**config.mk**
```make
export PLATFORM = sky130hd
export DESIGN_NAME = dce_ctrl
export DESIGN_NICKNAME = d
export VERILOG_FILES = /design/src/design/dce_pkg.sv /design/src/design/dce_ctrl.sv
export SDC_FILE = /design/constraint.sdc
export NUM_CORES = 1
export LEC_CHECK = 0
export BUFFER_PORTS_ARGS = -buffer_cell sky130_fd_sc_hd__buf_2
export CORE_AREA = 2 2 39 41
export DETAILED_ROUTE_END_ITERATION = 10
export DIE_AREA = 0 0 41 43
export PLACE_DENSITY_LB_ADDON = 0.3
export SLEW_MARGIN = 20
export SYNTH_ARGS = -nofsm -noshare
export SYNTH_HDL_FRONTEND = slang
export SYNTH_SLANG_ARGS = --single-unit
```
**constraint.sdc**
```tcl
create_clock -name clk -period 1.8 [get_ports clk]
set_clock_uncertainty 0.1 [all_clocks]
set_input_delay 0 -clock clk [delete_from_list [all_inputs] [get_ports clk]]
set_output_delay 0 -clock clk [all_outputs]
set_load 0.05 [all_outputs]
```
**src/design/dce_pkg.sv**
```systemverilog
// ----------------------------------------------------------------------------
// dce_pkg
// types, codes, constants and byte-merge functions shared by the copy engine modules
// ----------------------------------------------------------------------------
package dce_pkg;

  localparam int QUEUE_DEPTH_DEF = 16;

  localparam logic [1:0] ACT_WRITE = 2'd0;
  localparam logic [1:0] ACT_READ  = 2'd1;
  localparam logic [1:0] ACT_TICK  = 2'd2;
  localparam logic [1:0] ACT_DATA  = 2'd3;

  localparam logic [1:0] KIND_ACK   = 2'd0;
  localparam logic [1:0] KIND_RDATA = 2'd1;
  localparam logic [1:0] KIND_BREQ  = 2'd2;
  localparam logic [1:0] KIND_BWR   = 2'd3;

  localparam logic [7:0] OFF_SOURCE = 8'd0;
  localparam logic [7:0] OFF_TARGET = 8'd4;
  localparam logic [7:0] OFF_COUNT  = 8'd8;
  localparam logic [7:0] OFF_RUN    = 8'd12;
  localparam logic [7:0] OFF_PITCH  = 8'd16;
  localparam logic [7:0] OFF_WIDTH  = 8'd20;

  localparam logic [31:0] MODE_FILL   = 32'd1;
  localparam logic [31:0] MODE_COPY   = 32'd2;
  localparam logic [31:0] MODE_STREAM = 32'd3;
  localparam logic [31:0] MODE_BLIT   = 32'd4;

  localparam logic [31:0] WORD_MASK = ~32'd3;

  typedef struct packed {
    logic [1:0]  action;
    logic [7:0]  reg_offset;
    logic [31:0] data_in;
    logic        target_ready;
    logic        target_next_ready;
  } in_item_t;

  typedef struct packed {
    logic [1:0]  kind;
    logic [31:0] address;
    logic [31:0] data_out;
    logic        error;
    logic        dropped;
    logic        last;
  } out_item_t;

  typedef struct packed {
    logic [31:0] source;
    logic [31:0] target;
    logic [31:0] pitch;
    logic [31:0] width;
    logic [31:0] count;
    logic [31:0] mode;
    logic [31:0] tag;
  } task_t;

  // controller -> datapath
  typedef struct packed {
    logic        load;
  } dp_cmd_t;

  // datapath -> controller
  typedef struct packed {
    logic       busy;
  } dp_stat_t;

  function automatic logic [31:0] merge_lo(logic [1:0] a, logic [31:0] tl, logic [31:0] v);
    case (a)
      2'd0:    merge_lo = v;
      2'd1:    merge_lo = (tl & 32'h000000ff) | ((v & 32'h00ffffff) << 8);
      2'd2:    merge_lo = (tl & 32'h0000ffff) | ((v & 32'h0000ffff) << 16);
      default: merge_lo = (tl & 32'h00ffffff) | ((v & 32'h000000ff) << 24);
    endcase
  endfunction

  function automatic logic [31:0] merge_hi(logic [1:0] a, logic [31:0] th, logic [31:0] v);
    case (a)
      2'd0:    merge_hi = th;
      2'd1:    merge_hi = (th & 32'hffffff00) | (v >> 24);
      2'd2:    merge_hi = (th & 32'hffff0000) | (v >> 16);
      default: merge_hi = (th & 32'hff000000) | (v >> 8);
    endcase
  endfunction

endpackage

```
**src/design/dce_ctrl.sv**
```systemverilog
// ----------------------------------------------------------------------------
// dce_ctrl
// state machine: accepts a beat, sequences result beats, drives the datapath
// ----------------------------------------------------------------------------
module dce_ctrl (
  input  logic               clk,
  input  logic               rst,
  input  logic               in_valid,
  output logic               in_ready,
  input  logic               out_ready,
  output logic               out_valid,
  input  logic [1:0]         n_results,
  output logic [1:0]         out_idx,
  output dce_pkg::dp_cmd_t   cmd,
  input  dce_pkg::dp_stat_t  stat
);
  import dce_pkg::*;

  localparam logic [1:0] S_IDLE = 2'd0;
  localparam logic [1:0] S_OUT  = 2'd1;
  localparam logic [1:0] S_FILL = 2'd2;

  logic [1:0] state;
  logic [1:0] cnt;

  assign in_ready  = (state == S_IDLE) && !stat.busy;
  assign out_valid = (state == S_OUT);
  assign out_idx   = cnt;
  assign cmd.load  = in_valid && in_ready;

  always_ff @(posedge clk) begin
    if (rst) begin
      state <= S_IDLE;
      cnt <= '0;
    end else begin
      case (state)
        S_IDLE: begin
          if (cmd.load) begin
            state <= S_FILL;
            cnt <= '0;
          end
        end
        S_FILL: begin
          if (n_results == 2'd0) state <= S_IDLE;
          else state <= S_OUT;
        end
        S_OUT: begin
          if (out_ready) begin
            if (cnt + 2'd1 == n_results) state <= S_IDLE;
            cnt <= cnt + 2'd1;
          end
        end
        default: state <= S_IDLE;
      endcase
    end
  end
endmodule

```
Word level (Yosys, flattened, before mapping)
Index checks and enable logic that the tools add are counted.

Bits in registers: 4. Bits in latches: 0. Memory bits (writable): 0. Bits in read-only memories: 0. Input port bits: 7. Output and inout bits: 5. Word-level logic and storage cells: 25. Memories: 0.

$add $sub $neg: 1. Multiply operators: 0. Div/mod/pow operators: 0. Magnitude comparators: 0. Equality and inequality tests: 6. Shift operators: 0. Muxes and demuxes: 8. Bitwise operators: 0. Reductions and logical operators: 8.

Operators by type and width (number): 2-bit two-way mux (5); 2-bit one-hot mux with 3 select lines (1); 3-bit AND reduction (2); 2-bit zero test (2); 2-bit inequality test, second input constant (2); 2-bit one-hot mux with 2 select lines (1); 2-bit by 1-bit adder with 2-bit output, second input constant (1); 2-bit by 1-bit equality test with 1-bit output, second input constant (1); 2-bit equality test (1); 2-bit equality test, second input constant (1); 1-bit logical AND (2); 2-bit by 1-bit inequality test with 1-bit output, second input constant (1); 2-bit nonzero test (1); 1-bit zero test (1); 1-bit two-way mux (1).

Depth between registers and ports, before layout
Gate-level depths: netlist of the first run.

Depth in word-level cells: 5. Gate-level depth with buffers: 3. Depth with buffers taken out: 3.

Least setup slack after synthesis of the first run
No wires, ideal clock.

Kind: reg2reg. From: reg state[0]. To: reg cnt[1] (netlist: out_idx[1]). Setup time: 0.091 ns. Arrival: 1.558 ns. Required time: 1.609 ns. Setup slack: 0.051 ns. Stages on the path, launching flop included: 4. Buffers on the path: 0. Clock period less this slack: 1.749 ns. Cell sequence: dfxtp_1 > nor2b_1 > a31oi_1 > a311oi_1.

Elaborated cells between the ends (all ways): 9. Classes of those cells: 3 x eq/ne; 1 x mux; 5 x reduce/logical.

RTL lines: from (decl) (line dce_ctrl.sv:23) `logic [1:0] state;`; from (signal assigned) (line dce_ctrl.sv:33) `state <= S_IDLE;`; from (signal assigned) (line dce_ctrl.sv:39) `state <= S_FILL;`; from (signal assigned) (line dce_ctrl.sv:44) `if (n_results == 2'd0) state <= S_IDLE;`; 2-bit by 1-bit equality test with 1-bit output (*); named net out_valid (line dce_ctrl.sv:11) `output logic out_valid,`; 2-bit inequality test (no line) or 2-bit nonzero test (tied branches); 3-bit AND reduction (no line); to (signal assigned) (line dce_ctrl.sv:50) `cnt <= cnt + 2'd1;`; to (decl) (line dce_ctrl.sv:24) `logic [1:0] cnt;`.

Mark *: on every way through the listed nets, which the timed path passes. The rest lies on a longest branch. A chain may end at the register's enable or synchronous reset.

Worst setup path in the final report of the first run
From: reg state[0]. To: reg state[1].

Cells in the longest elaborated chain, start to end: 5. Elaborated cells between the ends (all ways): 10. Classes of those cells: 5 x eq/ne; 1 x mux; 4 x reduce/logical.

RTL lines: 2-bit zero test (line dce_ctrl.sv:26, dce_ctrl.sv:36); 1-bit logical AND (line dce_ctrl.sv:26) `assign in_ready = (state == S_IDLE) && !stat.busy;`; 1-bit logical AND (line dce_ctrl.sv:29) `assign cmd.load = in_valid && in_ready;`; 2-bit inequality test (no line); 3-bit AND reduction (no line).

Parallel ways exist; a longest one is shown, timed or not.

==> results.md, run 1 <==
* Fin. max-slew vios at 0
* CORE AREA at 0.00138 mm^2
* Fin crit period at 1.71 ns
* Final Hold Vio Count at 0
* Vias in the first global route at 253
* Sequential fraction of the synthesis area at 38.3%
* First-pass GRT wire length at 897 um
* Synth top area share at around two fifths
* ANT cells at 0
* Post-synthesis cell area at 209 um^2
* CTS root buffer: clkbuf_4
* Ports at 12
* Max-Slew Margin vs Limit at 83.6%
* CP max-delay cell: or4b_4
* Routed len/inst at 9.95 um
* Worst-Skew Late Latency at 0.23 ns
* VDD IR-drop max at 0.000162 V
* Final ANT Viol Nets at 0
* Min-delay src: out_ready
* Pin count of the biggest net entering global routing at 7
* Post-synthesis area per instance at 9.08 um^2
* Met2 WL at 281 um
* Final setup fails at 0
* Crit path cell chain: or4b_4 -> nor2_1 -> dlygate4sd3_1
* Die X at just over 40 um
* Resized Gates After CTS at 0
* Grt ovf at 0
* Clk sinks at 4
* Worst R2R Setup Slack at between 0.08 and 0.09 ns
* Placer congestion estimate at 0.639
* Count of maximum capacitance violations at 0
* Clock Pin Slew Worst Setup and Hold Paths at about 0.04 ns
* Fin Hold WS at 0.0627 ns
* Final Cell Area at 327 um^2
* I/O Buffers at 11
* Cell Count Post-Placement at 50
* Crit path DAT at 1.79 ns
* TNS Setup at 0 ns
* Unrepaired setup endpoints after global routing: no
* Crit path from: state[0]
* HP Class: primary input to register
* Fraction of layout cells with a size suffix above 1 at 38.5%
* Worst Setup End Kind: register
* Area leader, netlist: dfxtp_1
* Die area at 0.00176 mm^2
* Critical R2R Launch: state[0]
* Met3 wire length at 52 um
* Critical path class: register to register
* TritonRoute pass-1 iters at 4
* CP required at 1.88 ns
* Ys Warns at 0
* Dpl cell area at 284 um^2
* Critical Path Start Type: register
* Synth-to-Final Area Change at 56.3%
* M1 WL at between 200 and 250 um
* Leakage power at around 0.15 nW
* Layout Cells excl Fill at 55
* Via count at ~230
* Nets at 48
* Syn nets at 30
* Final WL at 547 um
* Synth unique cells at 18
* Inserted Clock Buffers at 3
* Row Count at 14
* Die Ht at 43 um
* CTS tree: done
* Initial Util at 15.1%
* CTS H-tree lvls at 1
* Overall global routing resource usage at 8.14%
* Fin crit share at 95.2%
* Setup ws final at 0.0867 ns
* Pwr Density at 780 mW/mm^2
* Initial antenna violation count at 0
* CP Max Fanout at 5
* Post-CTS setup buffers at 0
* Hold_buf cts at 2
* Synth top area cells: dfxtp_1 38%, nand3b_1 11%, or4b_4 6.6%, mux2i_1 4.8%, a311oi_1 4.2%
* Status: completed
* Worst slack at placement at 0.495 ns
* Max stage delay on crit path at 0.56 ns
* Slew @ Worst Pin at 0.247 ns
* Drt initial violations at 4
* Yosys reg bits at 4
* Syn Inst Count at 23
* Achievable frequency at 584 MHz
* Longest Clk Path Bufs at 2
* DRC violations left at 0
* Uppermost layer routed: met3
* Via/cell ratio at 4.24
[routing by layer]
| layer | up-vias | track usage, % |
|---|---|---|
| met2 | 8 | 12.2 |
| met3 | 0 | 3.14 |
| met1 | 105 | 7.74 |
| li1 | 120 | - |
| met4 | 0 | 8.00 |
| met5 | - | 0 |
[sequential cells by signal, summed over array words and instances (netlist names)]
| name | count |
|---|---|
| state | 2 |
| out_idx | 2 |
[where the power goes]
group | leakage [nW] | internal, mW | switching [mW]
registers | 0.0325 | 0.0916 | 0.00293
clock network | 0.0138 | 0.0746 | 0.0372
logic | 0.104 | 0.0185 | 0.0299
total | 0.150 | 0.185 | 0.0700
[synth_stat cells]
cell type	count
a21oi_1	1
a311oi_1	1
a31oi_1	1
dfxtp_1	4
inv_1	1
mux2i_1	1
nand2_1	1
nand2b_1	1
nand3_1	1
nand3b_1	3
nor2_1	1
nor2b_1	1
nor3_1	1
o21ai_0	1
o32ai_1	1
or2_1	1
or4b_4	1
xnor2_1	1
[layout by cell type, fill, tap and decap left out, drive strengths merged, types with 2 or more instances in the layout]
master        n
buf          11
dfxtp         4
nand3b        3
clkbuf        3
dlygate4sd3   2
[logic make-up after synthesis]
kind of cell	Yosys count	synth area share, %
XOR/XNOR	1	4.19
AND/OR/NAND/NOR	11	34.7
AO/OA/AOI/OAI	5	16.2
multiplexers	1	4.79
buffers and inverters	1	1.79
flip-flops	4	38.3
[worst paths after layout]
| path | endpoint | cells past startpoint |
|---|---|---|
| worst max-delay path | state[1] | 3 |
| worst min register to register | out_idx[0] | 2 |
| worst max register to register | state[1] | 3 |
| worst min-delay path | out_idx[1] | 3 |
[through the flow]
stage          total power, mW  util (%)
3_3_place_gp             0.142      20.5
6_report                 0.255      23.6
2_1_floorplan            0.125         -
3_5_place_dp             0.142      20.5
5_1_grt                  0.266      23.6
4_1_cts                  0.260      23.6
[worst max-delay path: cells and delay by family, from the launching register on]
kind,cells,cell delay (ns)
buffers and inverters,1,0.55
flip-flops,1,0.34
AND/OR/NAND/NOR,2,0.67
[final cells by class]
class | count | area [um^2]
fill | 160 | 1060
multi-input combinational | 18 | 125
sequential | 4 | 80.1
timing repair buffer | 13 | 75.1
clock buffer | 3 | 22.5
tap | 16 | 20.0
inverter | 1 | 3.75
No activity file was read; power rests on OpenSTA's default activity.
==> run 2, diff against run 1 <==
--- a/config.mk
+++ b/config.mk
@@ -7,9 +7,11 @@
 export LEC_CHECK = 0
 export BUFFER_PORTS_ARGS = -buffer_cell sky130_fd_sc_hd__buf_2
 export CORE_AREA = 2 2 39 41
+export CTS_CLUSTER_SIZE = 20
 export DETAILED_ROUTE_END_ITERATION = 10
 export DIE_AREA = 0 0 41 43
 export PLACE_DENSITY_LB_ADDON = 0.3
+export RECOVER_POWER = 50
 export SLEW_MARGIN = 20
 export SYNTH_ARGS = -nofsm -noshare
 export SYNTH_HDL_FRONTEND = slang
==> constraint.sdc (replaced) <==
create_clock -name clk -period 1.8 [get_ports clk]
set_clock_uncertainty 0.1 [all_clocks]
set_input_delay 0 -clock clk [delete_from_list [all_inputs] [get_ports clk]]
set_output_delay 0 -clock clk [all_outputs]
set_load 0.1 [all_outputs]
==> results.md, run 2 (same netlist as run 1, synthesis figures left out) <==
* DP HPWL at 408 um
* Nets at 48 (unchanged)
* Resized Gates After CTS at 0 (unchanged)
* DRC violations left at 0 (unchanged)
* Status: completed (unchanged)
* Critical path class: register to register (unchanged)
* Post-CTS setup buffers at 0 (unchanged)
* Final Hold Vio Count at 0 (unchanged)
* Int Pwr at 0.191 mW (was 0.185 mW)
* CP required at 1.88 ns (about the same)
* Comb pwr share at 26.0% (was 19.0%)
* Placer congestion estimate at 0.679 (was 0.639)
* Fin crit period at 1.72 ns (was 1.71 ns)
* R2r endpoint: state[1] (unchanged)
* Final setup fails at 0 (unchanged)
* ANT cells at 0 (unchanged)
* Met2 WL at 194 um (was 281 um)
* Overall global routing resource usage at 8.24% (was 8.14%)
* Final Cell Area at 354 um^2 (was 327 um^2)
* Via/cell ratio at 4.24 (unchanged)
* Die Ht at 43 um (unchanged)
* I/O Buffers at 11 (unchanged)
* Unrepaired setup endpoints after global routing: no (unchanged)
* Critical Path Start Type: register (unchanged)
* CTS H-tree lvls at 1 (unchanged)
* Slew @ Worst Pin at 0.542 ns (was 0.247 ns)
* Vias in the first global route at 229 (was 253)
* TritonRoute pass-1 iters at 1 (was 4)
* Final ANT Viol Nets at 0 (unchanged)
* CTS root buffer: clkbuf_4 (unchanged)
* Clock Pin Slew Worst Setup and Hold Paths at 0.04 ns (about the same)
* Achievable frequency at 581 MHz (was 584 MHz)
* Crit path DAT at 1.80 ns (was 1.79 ns)
* Crit path cell chain: or4b_4 -> nor2_1 -> dlygate4sd3_1 (unchanged)
* P_sw at 0.0923 mW (was 0.0700 mW)
* M1 WL at 271 um (was 213 um)
* TNS Setup at 0 ns (unchanged)
* FILL cells at 170 (was 160)
* Clk sinks at 4 (unchanged)
* Pin count of the biggest net entering global routing at 7 (unchanged)
* Grt ovf at 0 (unchanged)
* Buffers & Inverters on Critical Path at 1 (unchanged)
* Reg power frac at 33.8% (was 37.1%)
* Inserted Clock Buffers at 3 (unchanged)
* Hold Path Cell Cnt at 3 (unchanged)
* CP max-delay cell: or4b_4 (unchanged)
* Worst R2R Setup Slack at 0.08 ns (was 0.09 ns)
* Initial Util at 15.1% (unchanged)
* Crit. path cell count at 3 (unchanged)
* HP Class: primary input to register (unchanged)
* Met3 wire length at 65 um (was 52 um)
* Longest Clk Path Bufs at 2 (unchanged)
* CTS tree: done (unchanged)
* Worst Setup End Kind: register (unchanged)
* VDD IR-drop max at 0.000277 V (was 0.000162 V)
* Final WL at 553 um (was 547 um)
* Pwr Density at 799 mW/mm^2 (was 780 mW/mm^2)
* R2r worst-path depth at 3 (unchanged)
* Worst slack at placement at 0.494 ns (was 0.495 ns)
* Drt initial violations at 0 (was 4)
* First-pass GRT wire length at 924 um (was 897 um)
* CP delay by family, top: simple AND/OR/NAND/NOR gates (unchanged)
* Die area at 0.00176 mm^2 (unchanged)
* Worst hold path endpoint: state[0] (was out_idx[1])
* Leakage power at 0.155 nW (was 0.150 nW)
* Fin. max-slew vios at 0 (unchanged)
* Synth-to-Final Area Change at 69.5% (was 56.3%)
* Max stage delay on crit path at 0.56 ns (about the same)
* Initial antenna violation count at 0 (unchanged)
* Clk network pwr share at 40.3% (was 43.9%)
* Final core utilization at 25.6% (was 23.6%)
* CP Max Fanout at 5 (unchanged)
* Max-Slew Margin vs Limit at 64.0% (was 83.6%)
* Die X at 41 um (unchanged)
* Most common cell after layout, fill and taps aside: buf_2 (unchanged)
* Routed len/inst at 10.1 um (was 9.95 um)
* Fraction of layout cells with a size suffix above 1 at 43.6% (was 38.5%)
* Fin Hold WS at 0.0423 ns (was 0.0627 ns)
* Setup ws final at 0.0787 ns (was 0.0867 ns)
* CORE AREA at 0.00138 mm^2 (unchanged)
* Sw Ratio at 32.6% (was 27.5%)
* Worst-Skew Late Latency at 0.24 ns (was 0.23 ns)
* Most frequent cells in the layout: 7 x buf_2, 4 x dfxtp_1, 3 x nand3b_1, 3 x clkbuf_4, 3 x clkbuf_2 (was 11 x buf_2, 4 x dfxtp_1, 3 x nand3b_1, 3 x clkbuf_4, 2 x dlygate4sd3_1)
* Count of maximum capacitance violations at 0 (unchanged)
* Via count at 233 (unchanged)
* Critical R2R Launch: state[1] (was state[0])
* Min-delay src: n_results[0] (was out_ready)
* Uppermost layer routed: met4 (was met3)
* Dpl cell area at 312 um^2 (was 284 um^2)
* Row Count at 14 (unchanged)
* Ports at 12 (unchanged)
* Fin crit share at 95.6% (was 95.2%)
[run 2: cell types whose count changed in the layout (fill, tap and decap cells not counted), sizes merged]
cell and delta:
clkbuf +3, buf -3
[run 2: what timing repair did]
action	in CTS	in global routing
endpoints found under the hold margin	4	0
hold buffers	2	0
setup endpoints to repair	0	0
[run 2: layout make-up]
| type | count | area, um^2 | area share, % |
|---|---|---|---|
| flip-flops and latches | 4 | 80.1 | 22.6 |
| inverters | 1 | 3.75 | 1.06 |
| well taps | 16 | 20.0 | 5.65 |
| clock buffers | 3 | 22.5 | 6.36 |
| repair buffers | 13 | 90.1 | 25.4 |
| multi-input cells | 18 | 138 | 38.9 |
[run 2: worst max path at each step]
stage / end / slack [ns] / startpoint
finish: state[1] / 0.08 / state[1]
global route: state[1] / 0.03 / state[1]
CTS: state[1] / 0.08 / state[1]
detailed placement: cmd / 0.49 / state[1]
global placement: cmd / 0.48 / state[1]
floorplan: state[0] / 0.11 / out_idx[1]
[run 2: power groups by stage]
stage,registers [mW],clock network [mW],logic [mW]
6_report,0.0955,0.114,0.0734
5_1_grt,0.0960,0.124,0.0774
4_1_cts,0.0955,0.119,0.0738
3_5_place_dp,0.0969,0,0.0705
3_3_place_gp,0.0970,0,0.0705
2_1_floorplan,0.100,0,0.0458
[run 2: through the flow]
stage / power, mW / instances
5_1_grt: 0.298 / 55
2_1_floorplan: 0.146 / 23
3_3_place_gp: 0.167 / 50
6_report: 0.283 / 55
3_5_place_dp: 0.167 / 50
4_1_cts: 0.288 / 55
[run 2: metal layers]
layer	vias to the layer above	track usage, %
met2	12	9.38
met4	0	8.00
met5	-	0
met3	3	3.14
li1	119	-
met1	99	11.0
[run 2: worst register-to-register path: stages, from the launching register on]
cell,delay [ns]
dfxtp_1,0.36
or4b_4,0.56
nor2_1,0.10
dlygate4sd3_1,0.54
